## src/design/sht_pkg.sv

```systemverilog
// shared types and constants of the slot handle table
package sht_pkg;

  localparam int unsigned ID_W    = 32;
  localparam int unsigned LIMIT_W = 4;

  // load limit after reset
  localparam logic [LIMIT_W-1:0] LOAD_LIMIT_RST = 4'd12;

  // depth of the command queue between front and back
  localparam int unsigned QUEUE_DEPTH = 4;

  typedef enum logic [1:0] {
    ACT_ADD    = 2'd0,
    ACT_LOOKUP = 2'd1,
    ACT_DELETE = 2'd2
  } action_e;

  typedef enum logic [1:0] {
    ST_OK        = 2'd0,
    ST_NOT_FOUND = 2'd1,
    ST_FULL      = 2'd2
  } status_e;

  // one classified request
  typedef struct packed {
    action_e         action;
    logic [ID_W-1:0] key;
    logic [ID_W-1:0] payload;
  } cmd_t;

  // one result transaction
  typedef struct packed {
    status_e         status;
    logic [ID_W-1:0] assigned_id;
    logic [ID_W-1:0] payload_out;
  } res_t;

endpackage

```

## src/design/sht_ram.sv

```systemverilog
// generic single write port, single read port ram with registered read
module sht_ram #(
  parameter int unsigned WIDTH = 32,
  parameter int unsigned DEPTH = 16
) (
  input  logic                     clk_i,
  input  logic                     we_i,
  input  logic [$clog2(DEPTH)-1:0] waddr_i,
  input  logic [WIDTH-1:0]         wdata_i,
  input  logic [$clog2(DEPTH)-1:0] raddr_i,
  output logic [WIDTH-1:0]         rdata_o
);

  logic [WIDTH-1:0] mem [DEPTH];

  // write and registered read
  always_ff @(posedge clk_i) begin
    if (we_i) begin
      mem[waddr_i] <= wdata_i;
    end
    rdata_o <= mem[raddr_i];
  end

endmodule

```

## src/design/sht_front.sv

```systemverilog
// request front end: accepts transactions and reduces the key to a slot index
module sht_front import sht_pkg::*; #(
  parameter int unsigned SLOTS = 16
) (
  input  logic                     clk_i,
  input  logic                     rst_ni,
  input  logic                     init_busy_i,
  input  logic                     s_valid_i,
  output logic                     s_ready_o,
  input  logic [1:0]               s_user_i,
  input  logic [2*ID_W-1:0]        s_data_i,
  output logic                     cmd_valid_o,
  input  logic                     cmd_ready_i,
  output cmd_t                     cmd_o,
  output logic [$clog2(SLOTS)-1:0] cmd_slot_o
);

  localparam int unsigned IW   = $clog2(SLOTS);
  localparam bit          POW2 = ((SLOTS & (SLOTS - 1)) == 0);
  // floor of log2 of SLOTS, sets the reciprocal scale
  localparam int unsigned FL   = $clog2(SLOTS + 1) - 1;
  localparam logic [2*ID_W-1:0] RECIP_FULL = ((2*ID_W)'(1) << (ID_W + FL)) / SLOTS;
  localparam logic [ID_W-1:0]   RECIP      = RECIP_FULL[ID_W-1:0];

  typedef enum logic [1:0] {
    F_IDLE,
    F_MUL,
    F_RED
  } fstate_e;

  fstate_e           state_q, state_d;
  cmd_t              cmd_q, cmd_d;
  logic              cmd_valid_q, cmd_valid_d;
  logic [IW-1:0]     slot_q, slot_d;
  logic [2*ID_W-1:0] prod_q, prod_d;
  logic [IW:0]       quot_lo;
  logic [IW:0]       rem_raw;
  logic [IW:0]       rem_fix;
  cmd_t              in_cmd;
  logic              accept;

  assign in_cmd.action  = action_e'(s_user_i);
  assign in_cmd.key     = s_data_i[ID_W-1:0];
  assign in_cmd.payload = s_data_i[2*ID_W-1:ID_W];

  assign s_ready_o = !init_busy_i && (state_q == F_IDLE) && (!cmd_valid_q || cmd_ready_i);
  assign accept    = s_valid_i && s_ready_o;

  // key mod SLOTS: the reciprocal quotient is low by at most one,
  // so the raw remainder is below 2*SLOTS and one subtract corrects it
  assign quot_lo = prod_q[ID_W+FL +: IW+1];
  assign rem_raw = cmd_q.key[IW:0] - quot_lo * (IW+1)'(SLOTS);
  assign rem_fix = (rem_raw >= (IW+1)'(SLOTS)) ? rem_raw - (IW+1)'(SLOTS) : rem_raw;

  // next state
  always_comb begin
    state_d     = state_q;
    cmd_d       = cmd_q;
    cmd_valid_d = cmd_valid_q;
    slot_d      = slot_q;
    prod_d      = prod_q;
    if (cmd_valid_q && cmd_ready_i) begin
      cmd_valid_d = 1'b0;
    end
    unique case (state_q)
      F_IDLE: begin
        if (accept) begin
          cmd_d = in_cmd;
          if (POW2 || in_cmd.action == ACT_ADD) begin
            slot_d      = in_cmd.key[IW-1:0];
            cmd_valid_d = 1'b1;
          end else begin
            state_d = F_MUL;
          end
        end
      end
      F_MUL: begin
        // 32 by 32 multiply by the scaled reciprocal
        prod_d  = {ID_W'(0), cmd_q.key} * {ID_W'(0), RECIP};
        state_d = F_RED;
      end
      F_RED: begin
        slot_d      = rem_fix[IW-1:0];
        cmd_valid_d = 1'b1;
        state_d     = F_IDLE;
      end
      default: state_d = F_IDLE;
    endcase
  end

  // state and registered outputs
  always_ff @(posedge clk_i or negedge rst_ni) begin
    if (!rst_ni) begin
      state_q     <= F_IDLE;
      cmd_valid_q <= 1'b0;
    end else begin
      state_q     <= state_d;
      cmd_valid_q <= cmd_valid_d;
    end
  end

  // payload registers
  always_ff @(posedge clk_i) begin
    cmd_q  <= cmd_d;
    slot_q <= slot_d;
    prod_q <= prod_d;
  end

  assign cmd_valid_o = cmd_valid_q;
  assign cmd_o       = cmd_q;
  assign cmd_slot_o  = slot_q;

endmodule

```

## src/design/sht_fifo.sv

```systemverilog
// short register queue between front and back
module sht_fifo #(
  parameter int unsigned WIDTH = 8,
  parameter int unsigned DEPTH = 4
) (
  input  logic             clk_i,
  input  logic             rst_ni,
  input  logic             in_valid_i,
  output logic             in_ready_o,
  input  logic [WIDTH-1:0] in_data_i,
  output logic             out_valid_o,
  input  logic             out_ready_i,
  output logic [WIDTH-1:0] out_data_o
);

  localparam int unsigned PW = $clog2(DEPTH);
  localparam int unsigned CW = $clog2(DEPTH + 1);

  logic [WIDTH-1:0] fifo_q [DEPTH];
  logic [PW-1:0]    wptr_q, rptr_q;
  logic [CW-1:0]    count_q;
  logic             push, pop;

  assign in_ready_o  = (count_q != CW'(DEPTH));
  assign out_valid_o = (count_q != '0);
  assign push        = in_valid_i && in_ready_o;
  assign pop         = out_valid_o && out_ready_i;
  assign out_data_o  = fifo_q[rptr_q];

  // pointers and fill count
  always_ff @(posedge clk_i or negedge rst_ni) begin
    if (!rst_ni) begin
      wptr_q  <= '0;
      rptr_q  <= '0;
      count_q <= '0;
    end else begin
      if (push) begin
        wptr_q <= (wptr_q == PW'(DEPTH - 1)) ? '0 : wptr_q + PW'(1);
      end
      if (pop) begin
        rptr_q <= (rptr_q == PW'(DEPTH - 1)) ? '0 : rptr_q + PW'(1);
      end
      if (push && !pop) begin
        count_q <= count_q + CW'(1);
      end else if (pop && !push) begin
        count_q <= count_q - CW'(1);
      end
    end
  end

  // entry storage
  always_ff @(posedge clk_i) begin
    if (push) begin
      fifo_q[wptr_q] <= in_data_i;
    end
  end

endmodule

```

## src/design/sht_back.sv

```systemverilog
// table engine: clears valid bits, probes and updates slots, holds the result
module sht_back import sht_pkg::*; #(
  parameter int unsigned SLOTS = 16
) (
  input  logic                     clk_i,
  input  logic                     rst_ni,
  input  logic [LIMIT_W-1:0]       load_limit_i,
  input  logic                     cmd_valid_i,
  output logic                     cmd_ready_o,
  input  cmd_t                     cmd_i,
  input  logic [$clog2(SLOTS)-1:0] cmd_slot_i,
  output logic                     init_busy_o,
  output logic                     m_valid_o,
  input  logic                     m_ready_i,
  output res_t                     res_o
);

  localparam int unsigned IW   = $clog2(SLOTS);
  localparam int unsigned CW   = $clog2(SLOTS + 1);
  localparam int unsigned CMPW = (CW > LIMIT_W) ? CW : LIMIT_W;

  typedef enum logic [1:0] {
    B_INIT,
    B_IDLE,
    B_CHECK
  } bstate_e;

  bstate_e         state_q, state_d;
  logic [IW-1:0]   clr_q, clr_d;
  logic [CW-1:0]   live_q, live_d;
  logic [ID_W-1:0] id_ctr_q, id_ctr_d;
  logic [IW-1:0]   ctr_slot_q, ctr_slot_d;
  logic [ID_W-1:0] probe_id_q, probe_id_d;
  logic [IW-1:0]   probe_slot_q, probe_slot_d;
  logic [IW:0]     steps_q, steps_d;
  action_e         act_q, act_d;
  logic [ID_W-1:0] key_q, key_d;
  logic [ID_W-1:0] pay_q, pay_d;
  logic            out_valid_q, out_valid_d;
  res_t            res_q, res_d;

  logic            v_we, t_we;
  logic [IW-1:0]   waddr, raddr;
  logic            v_wdata, v_rdata;
  logic [2*ID_W-1:0] t_rdata;
  logic [IW-1:0]   nxt_slot;
  logic            hit;
  logic            too_full;

  // valid bits, cleared by a sweep after reset
  sht_ram #(
    .WIDTH(1),
    .DEPTH(SLOTS)
  ) u_valid_ram (
    .clk_i  (clk_i),
    .we_i   (v_we),
    .waddr_i(waddr),
    .wdata_i(v_wdata),
    .raddr_i(raddr),
    .rdata_o(v_rdata)
  );

  // stored id and payload of each slot
  sht_ram #(
    .WIDTH(2*ID_W),
    .DEPTH(SLOTS)
  ) u_entry_ram (
    .clk_i  (clk_i),
    .we_i   (t_we),
    .waddr_i(waddr),
    .wdata_i({probe_id_q, pay_q}),
    .raddr_i(raddr),
    .rdata_o(t_rdata)
  );

  assign too_full = (CMPW'(live_q) > CMPW'(load_limit_i)) || (live_q >= CW'(SLOTS));
  assign hit      = v_rdata && (t_rdata[2*ID_W-1:ID_W] == key_q);

  // slot of the next id, following the counter wrap as well
  assign nxt_slot = ((probe_id_q == '1) || (probe_slot_q == IW'(SLOTS - 1))) ? '0 :
                    probe_slot_q + IW'(1);

  // next state and slot accesses
  always_comb begin
    state_d      = state_q;
    clr_d        = clr_q;
    live_d       = live_q;
    id_ctr_d     = id_ctr_q;
    ctr_slot_d   = ctr_slot_q;
    probe_id_d   = probe_id_q;
    probe_slot_d = probe_slot_q;
    steps_d      = steps_q;
    act_d        = act_q;
    key_d        = key_q;
    pay_d        = pay_q;
    out_valid_d  = out_valid_q;
    res_d        = res_q;
    cmd_ready_o  = 1'b0;
    v_we         = 1'b0;
    t_we         = 1'b0;
    v_wdata      = 1'b0;
    waddr        = probe_slot_q;
    raddr        = probe_slot_q;
    if (out_valid_q && m_ready_i) begin
      out_valid_d = 1'b0;
    end
    unique case (state_q)
      B_INIT: begin
        v_we  = 1'b1;
        waddr = clr_q;
        clr_d = clr_q + IW'(1);
        if (clr_q == IW'(SLOTS - 1)) begin
          state_d = B_IDLE;
        end
      end
      B_IDLE: begin
        if (cmd_valid_i && (!out_valid_q || m_ready_i)) begin
          cmd_ready_o = 1'b1;
          act_d       = cmd_i.action;
          key_d       = cmd_i.key;
          pay_d       = cmd_i.payload;
          steps_d     = '0;
          res_d       = '{status: ST_NOT_FOUND, assigned_id: '0, payload_out: '0};
          unique case (cmd_i.action)
            ACT_ADD: begin
              if (too_full) begin
                res_d.status = ST_FULL;
                out_valid_d  = 1'b1;
              end else begin
                probe_id_d   = id_ctr_q;
                probe_slot_d = ctr_slot_q;
                raddr        = ctr_slot_q;
                state_d      = B_CHECK;
              end
            end
            ACT_LOOKUP, ACT_DELETE: begin
              probe_slot_d = cmd_slot_i;
              raddr        = cmd_slot_i;
              state_d      = B_CHECK;
            end
            default: out_valid_d = 1'b1;
          endcase
        end
      end
      B_CHECK: begin
        unique case (act_q)
          ACT_ADD: begin
            if (!v_rdata) begin
              // free slot: fill it and move the id counter onto it
              v_we              = 1'b1;
              v_wdata           = 1'b1;
              t_we              = 1'b1;
              id_ctr_d          = probe_id_q;
              ctr_slot_d        = probe_slot_q;
              live_d            = live_q + CW'(1);
              res_d.status      = ST_OK;
              res_d.assigned_id = probe_id_q;
              out_valid_d       = 1'b1;
              state_d           = B_IDLE;
            end else if (steps_q == (IW+1)'(SLOTS)) begin
              res_d.status = ST_FULL;
              out_valid_d  = 1'b1;
              state_d      = B_IDLE;
            end else begin
              probe_id_d   = probe_id_q + ID_W'(1);
              probe_slot_d = nxt_slot;
              raddr        = nxt_slot;
              steps_d      = steps_q + (IW+1)'(1);
            end
          end
          ACT_LOOKUP: begin
            if (hit) begin
              res_d.status      = ST_OK;
              res_d.payload_out = t_rdata[ID_W-1:0];
            end
            out_valid_d = 1'b1;
            state_d     = B_IDLE;
          end
          ACT_DELETE: begin
            if (hit) begin
              v_we         = 1'b1;
              res_d.status = ST_OK;
              if (live_q != '0) begin
                live_d = live_q - CW'(1);
              end
            end
            out_valid_d = 1'b1;
            state_d     = B_IDLE;
          end
          default: begin
            out_valid_d = 1'b1;
            state_d     = B_IDLE;
          end
        endcase
      end
      default: state_d = B_IDLE;
    endcase
  end

  // control state and registered outputs
  always_ff @(posedge clk_i or negedge rst_ni) begin
    if (!rst_ni) begin
      state_q     <= B_INIT;
      clr_q       <= '0;
      live_q      <= '0;
      id_ctr_q    <= '0;
      ctr_slot_q  <= '0;
      steps_q     <= '0;
      act_q       <= ACT_LOOKUP;
      out_valid_q <= 1'b0;
    end else begin
      state_q     <= state_d;
      clr_q       <= clr_d;
      live_q      <= live_d;
      id_ctr_q    <= id_ctr_d;
      ctr_slot_q  <= ctr_slot_d;
      steps_q     <= steps_d;
      act_q       <= act_d;
      out_valid_q <= out_valid_d;
    end
  end

  // payload registers
  always_ff @(posedge clk_i) begin
    probe_id_q   <= probe_id_d;
    probe_slot_q <= probe_slot_d;
    key_q        <= key_d;
    pay_q        <= pay_d;
    res_q        <= res_d;
  end

  assign init_busy_o = (state_q == B_INIT);
  assign m_valid_o   = out_valid_q;
  assign res_o       = res_q;

endmodule

```

## src/design/slot_handle_table.sv

```systemverilog
// slot handle table top level: front end, command queue and table engine
//
//  channel   dir  handshake                        content
//  s_axis    in   s_axis_tvalid_i / s_axis_tready_o  request: action, key id, payload
//  m_axis    out  m_axis_tvalid_o / m_axis_tready_i  result: status, assigned id, payload
//  cfg       in   cfg_valid_i / cfg_ready_o          load limit register write
//
// in the table engine a lookup or delete reads its slot, then checks and updates it.
// an add reads the slot at the id counter, steps over occupied slots to a free one or
// reports full; the slot ram's single read port gives one probe per cycle.
// a refused add skips the probe. if SLOTS is not a power of two a lookup or delete also
// passes front end states F_MUL and F_RED: a reciprocal multiply, then a correcting subtract.
// after reset a clearing pass zeroes every valid bit; s_axis_tready_o is low
// meanwhile. while a result waits on m_axis_tready_i the queue fills up to its depth.
module slot_handle_table import sht_pkg::*; #(
  parameter int unsigned SLOTS = 16
) (
  input  logic               clk_i,
  input  logic               rst_ni,
  input  logic               s_axis_tvalid_i,
  output logic               s_axis_tready_o,
  input  logic [2*ID_W-1:0]  s_axis_tdata_i,   // key_id [31:0], payload_in [63:32]
  input  logic [1:0]         s_axis_tuser_i,   // action [1:0]
  output logic               m_axis_tvalid_o,
  input  logic               m_axis_tready_i,
  output logic [2*ID_W-1:0]  m_axis_tdata_o,   // assigned_id [31:0], payload_out [63:32]
  output logic [1:0]         m_axis_tuser_o,   // status [1:0]
  input  logic               cfg_valid_i,
  output logic               cfg_ready_o,
  input  logic [LIMIT_W-1:0] cfg_data_i
);

  localparam int unsigned IW = $clog2(SLOTS);
  localparam int unsigned QW = $bits(cmd_t) + IW;

  logic               init_busy;
  logic               f_valid, f_ready;
  cmd_t               f_cmd;
  logic [IW-1:0]      f_slot;
  logic               q_valid, q_ready;
  logic [QW-1:0]      q_data;
  logic [LIMIT_W-1:0] load_limit_q;
  res_t               res;

  // load limit register
  assign cfg_ready_o = 1'b1;
  always_ff @(posedge clk_i or negedge rst_ni) begin
    if (!rst_ni) begin
      load_limit_q <= LOAD_LIMIT_RST;
    end else if (cfg_valid_i && cfg_ready_o) begin
      load_limit_q <= cfg_data_i;
    end
  end

  sht_front #(
    .SLOTS(SLOTS)
  ) u_front (
    .clk_i      (clk_i),
    .rst_ni     (rst_ni),
    .init_busy_i(init_busy),
    .s_valid_i  (s_axis_tvalid_i),
    .s_ready_o  (s_axis_tready_o),
    .s_user_i   (s_axis_tuser_i),
    .s_data_i   (s_axis_tdata_i),
    .cmd_valid_o(f_valid),
    .cmd_ready_i(f_ready),
    .cmd_o      (f_cmd),
    .cmd_slot_o (f_slot)
  );

  sht_fifo #(
    .WIDTH(QW),
    .DEPTH(QUEUE_DEPTH)
  ) u_queue (
    .clk_i      (clk_i),
    .rst_ni     (rst_ni),
    .in_valid_i (f_valid),
    .in_ready_o (f_ready),
    .in_data_i  ({f_slot, f_cmd}),
    .out_valid_o(q_valid),
    .out_ready_i(q_ready),
    .out_data_o (q_data)
  );

  sht_back #(
    .SLOTS(SLOTS)
  ) u_back (
    .clk_i       (clk_i),
    .rst_ni      (rst_ni),
    .load_limit_i(load_limit_q),
    .cmd_valid_i (q_valid),
    .cmd_ready_o (q_ready),
    .cmd_i       (cmd_t'(q_data[$bits(cmd_t)-1:0])),
    .cmd_slot_i  (q_data[QW-1:$bits(cmd_t)]),
    .init_busy_o (init_busy),
    .m_valid_o   (m_axis_tvalid_o),
    .m_ready_i   (m_axis_tready_i),
    .res_o       (res)
  );

  assign m_axis_tuser_o = res.status;
  assign m_axis_tdata_o = {res.payload_out, res.assigned_id};

endmodule

```

## config.mk

```make
export PLATFORM = sky130hd
export DESIGN_NAME = slot_handle_table
export DESIGN_NICKNAME = d
export VERILOG_FILES = /design/src/design/sht_pkg.sv /design/src/design/sht_ram.sv /design/src/design/sht_front.sv /design/src/design/sht_fifo.sv /design/src/design/sht_back.sv /design/src/design/slot_handle_table.sv
export SDC_FILE = /design/constraint.sdc
export NUM_CORES = 2
export LEC_CHECK = 0
export BUFFER_PORTS_ARGS = -buffer_cell sky130_fd_sc_hd__buf_2
export CORE_MARGIN = 2
export CORE_UTILIZATION = 50
export DETAILED_ROUTE_END_ITERATION = 6
export HOLD_SLACK_MARGIN = 0.1
export MAX_ROUTING_LAYER = met4
export PLACE_DENSITY = 0.71
export SETUP_SLACK_MARGIN = 0.3
export SYNTH_ARGS = -nofsm -noshare
export SYNTH_HDL_FRONTEND = slang
export SYNTH_SLANG_ARGS = --single-unit
```

## constraint.sdc

```tcl
create_clock -name clk_i -period 11.5 [get_ports clk_i]
set_clock_uncertainty 0.2 [all_clocks]
set_input_delay 0.575 -clock clk_i [delete_from_list [all_inputs] [get_ports clk_i]]
set_output_delay 0.575 -clock clk_i [all_outputs]
set_load 0.01 [all_outputs]
```

==> run summary <==
The logs give 0 for the residual overflow from global routing and 6 for the number of detailed-routing iterations run before antenna repair. The most numerous cell type found on the critical path is o211ai_1. The smallest clock period supported by the final layout is computed as 6260 ps.

The final design utilization was 57.2%; the CTS buffer count was 160. The worst hold path begins at u_back.id_ctr_q[13]. The logs give 0 for the number of DRC violations after detailed routing and 0 for the count of warnings emitted by yosys.

After detailed routing, the average wire length per cell comes to 26.3 um. The final count of hold timing violations is 0, and the maximum cell stage delay along the critical path is 800 ps. The floorplan has 132 rows. Port buffering added 142 buffers.

TritonCTS built the clock tree. The area used by multi-input combinational logic is 14,600 um2, and the number of buffers between clock root and the deepest sink is 3. Setup TNS: 0 ps. Counting flops and latches in the post-synthesis netlist gives 1,668.

The mapped netlist covers 65,600 um2. The run finished with clean final reports. The global-route wire length before repair is 238,000 um, and the arrival time at the worst endpoint is 6700 ps.

For this run, the leading register cell type out of synthesis is edfxtp_1. The net count of the finished layout is 4,295. For the number of global-route vias before repair, the log shows 36.9k. The run gives 24.3% as the global-route total usage across every layer. In this run, distinct cell masters in the synthesized netlist total 66. CTS built an H-tree with a depth of 4. In this run the count of I/O pins placed on the die edge is 144.

The logs give 5240 ps for the final setup slack of the worst path and 0 for the number of nets with antenna violations after routing. Averaged over all synthesized cells, the footprint is 16.3 um2. The run gives 74.8% as the register area share after synthesis. In the routed layout, each cell is associated on average with a via count of 6.08.

Leaving out fill and tap cells, the most frequent cell in the layout is edfxtp_1. Across the VDD grid, the largest voltage drop is 0.000473 V. The initial utilization of the core area, before any placement, comes to 50.5%. For the worst slack at placement, the log shows 5330 ps. In this run the critical register-to-register path is launched from u_queue.rptr_q[0]. The kind of start point of the critical path is a flop.

The logs give 130,000 um2 for the core area and 0.160 GHz for the fmax. Tracing the worst setup path back leads to its startpoint at u_queue.rptr_q[0]. For the worst-skew pair, the clock arrives at the later sink with an insertion delay of 780 ps.

The die is 366 um tall. The critical path is of the reg2reg type. The floorplan die area is 134,000 um2, and the signed area change from the synthesized netlist to the final layout is 13.2%.

The logs give 11,940 ps for the worst path required time and 0 for the post-cts repair resize count. The logs give 7 for the number of antenna violations at the first check in global routing and 0 for the number of setup violations in the final report. The total power density per cell area was 297 nW/um2. The biggest fanout along the worst timing path works out to 156. Synthesis produced a netlist whose cell count is 4,012. Register area: 49,100 um2. The final critical path takes up 54.4% of the cycle. The detailed router placed 36.9k vias in this run.

In the synthesized netlist the async set-or-reset flop fraction comes to 4.02%. The cell sitting at the root of the clock tree is a clkbuf_16. Once the clock tree was built, the setup fixing pass inserted 0 buffers. In this run the static leakage power is 24.7 nW. Fill cells in the final layout number 9,604. Routability-driven placement finished with a final weighted congestion of 0.819. Setup repair after global routing left no endpoint under its margin. The starting DRC count in detailed routing is 4,719, and the number of enable-type register cells in the synthesized netlist is 1,532. The final layout contains routed wiring with a total length of 160,000 um. The run gives 191 as the largest net degree at the start of global routing. The tools report the type of destination of the critical path as a flop. The tool flagged a number of max-cap violations equal to 0. Summed over all nets, the half-perimeter wirelength after detailed placement is 81,400 um.

Slowest cell on the critical path: dfrtp_4. Type of the worst min-delay path: reg2reg. After clock tree synthesis, the clock-pin slew on the worst setup and hold paths is 60 ps. In the layout the commonest cells are edfxtp_1, o211ai_1, inv_1, clkbuf_16, nand2_1. The count of final max-slew check failures came out at 0. The die is 366 um wide.

Total clock sinks: 1,668. The critical path goes through mux4_2 > inv_1 > ha_1 > o21ai_0 > nor2_1 > o211ai_1 > buf_4 > o21a_4 > inv_8 > buf_12 > mux2_1 > o211ai_1 > nand4_1. Worst-margin pin slew: 1210 ps. The share of post-route cells with drive strength above 1 was 16.0%; the number of nets produced by synthesis was 4,116. The worst slew margin relative to its limit is 19.0%.
## cells in the mapped netlist (25+ instances only)
library cell,n,area [um2]
mux4_2,66,1490
and2_1,70,438
mux2_1,135,1520
buf_1,25,93.8
o211ai_1,786,5900
nand4_1,76,475
mux2_2,132,1490
clkbuf_1,220,826
xor2_1,38,333
dfrtp_1,64,1600
ha_1,27,338
edfxtp_1,1532,46000
a21oi_1,46,230
dfxtp_1,69,1380
inv_1,289,1080
nor2_1,66,248
nand2_1,158,593
## state kept, by name, indices dropped and copies added (netlist names), 3 cells and up
signal                      flops
u_back.u_entry_ram.mem       1024
u_queue.fifo_q                264
u_back.res_o                   66
u_back.u_entry_ram.rdata_o     64
u_front.cmd_o                  63
u_back.id_ctr_q                32
u_back.key_q                   32
u_back.pay_q                   32
u_back.probe_id_q              32
u_back.u_valid_ram.mem         16
u_back.live_q                   5
u_back.steps_q                  5
load_limit_q                    4
u_back.clr_q                    4
u_back.ctr_slot_q               4
u_back.probe_slot_q             4
u_front.cmd_slot_o              3
u_queue.count_q                 3
## per-stage QoR
step	cell area (um2)	std cells	hold slack [ps]	total power [mW]
2_1_floorplan	65600	4012	79.4	14.2
3_3_place_gp	68200	5690	258	16.7
3_5_place_dp	68200	5690	264	16.8
4_1_cts	74200	6069	240	22.0
5_1_grt	74300	6071	280	22.9
6_report	74300	6071	276	22.0
## cells by family (layout without fill, tap and decap cells)
| group | after synthesis | in the layout | synth area share, % |
|---|---|---|---|
| AO/OA/AOI/OAI | 893 | 893 | 10.0 |
| multiplexers | 353 | 353 | 7.16 |
| AND/OR/NAND/NOR | 450 | 450 | 3.43 |
| buffers and inverters | 565 | 880 | 3.30 |
| adder cells (fa/ha/maj) | 29 | 29 | 0.576 |
| flip-flops | 1668 | 1668 | 74.8 |
| other | 1 | 3 | 0.00572 |
| XOR/XNOR | 53 | 53 | 0.708 |
## timing repair
item | CTS | global route
setup endpoints to repair | 0 | 0
hold endpoints to repair | 144 | 0
hold buffers | 81 | 0
## layer usage
metal | vias to the layer above | global-route usage (%) | part of all wire, %
met5 | - | - | 0
met4 | 0 | 7.64 | 2.6
met3 | 263 | 4.37 | 8.8
met2 | 1758 | 38.3 | 48
met1 | 18792 | 32.4 | 40
li1 | 16094 | - | -
## layout make-up
class / count / area share (%)
multi-input combinational: 1779 / 19.7
inverter: 293 / 1.49
sequential: 1668 / 66.1
tap: 1742 / 2.94
timing repair buffer: 289 / 2.80
clock buffer: 212 / 6.00
antenna: 2 / 0.00674
clock inverter: 86 / 1.02
## path summary, 6_finish.rpt
path	slack [ps]	end	cells after the start
max	5240	u_back.u_entry_ram.rdata_o[28]	13
min	280	u_back.id_ctr_q[13]	2
max reg2reg	5240	u_back.u_entry_ram.rdata_o[28]	13
min reg2reg	280	u_back.id_ctr_q[13]	2
max in group asynchronous	9770	u_back.id_ctr_q[14]	3
min in group asynchronous	330	u_back.id_ctr_q[19]	3
## critical path, delay by kind of cell, from the launching register on
| kind | cells | cell delay, ps |
|---|---|---|
| adder cells (fa/ha/maj) | 1 | 280 |
| AND/OR/NAND/NOR | 2 | 430 |
| buffers and inverters | 4 | 2040 |
| flip-flops | 1 | 800 |
| AO/OA/AOI/OAI | 4 | 1060 |
| multiplexers | 2 | 1010 |
## report_power, final
part	internal [mW]	total (mW)	switching, mW
Clock	2.96	5.19	2.22
Sequential	8.37	9.48	1.11
Combinational	2.47	7.35	4.88
Total	13.8	22.0	8.21
Note: power is estimated with default switching activity, not from simulation.
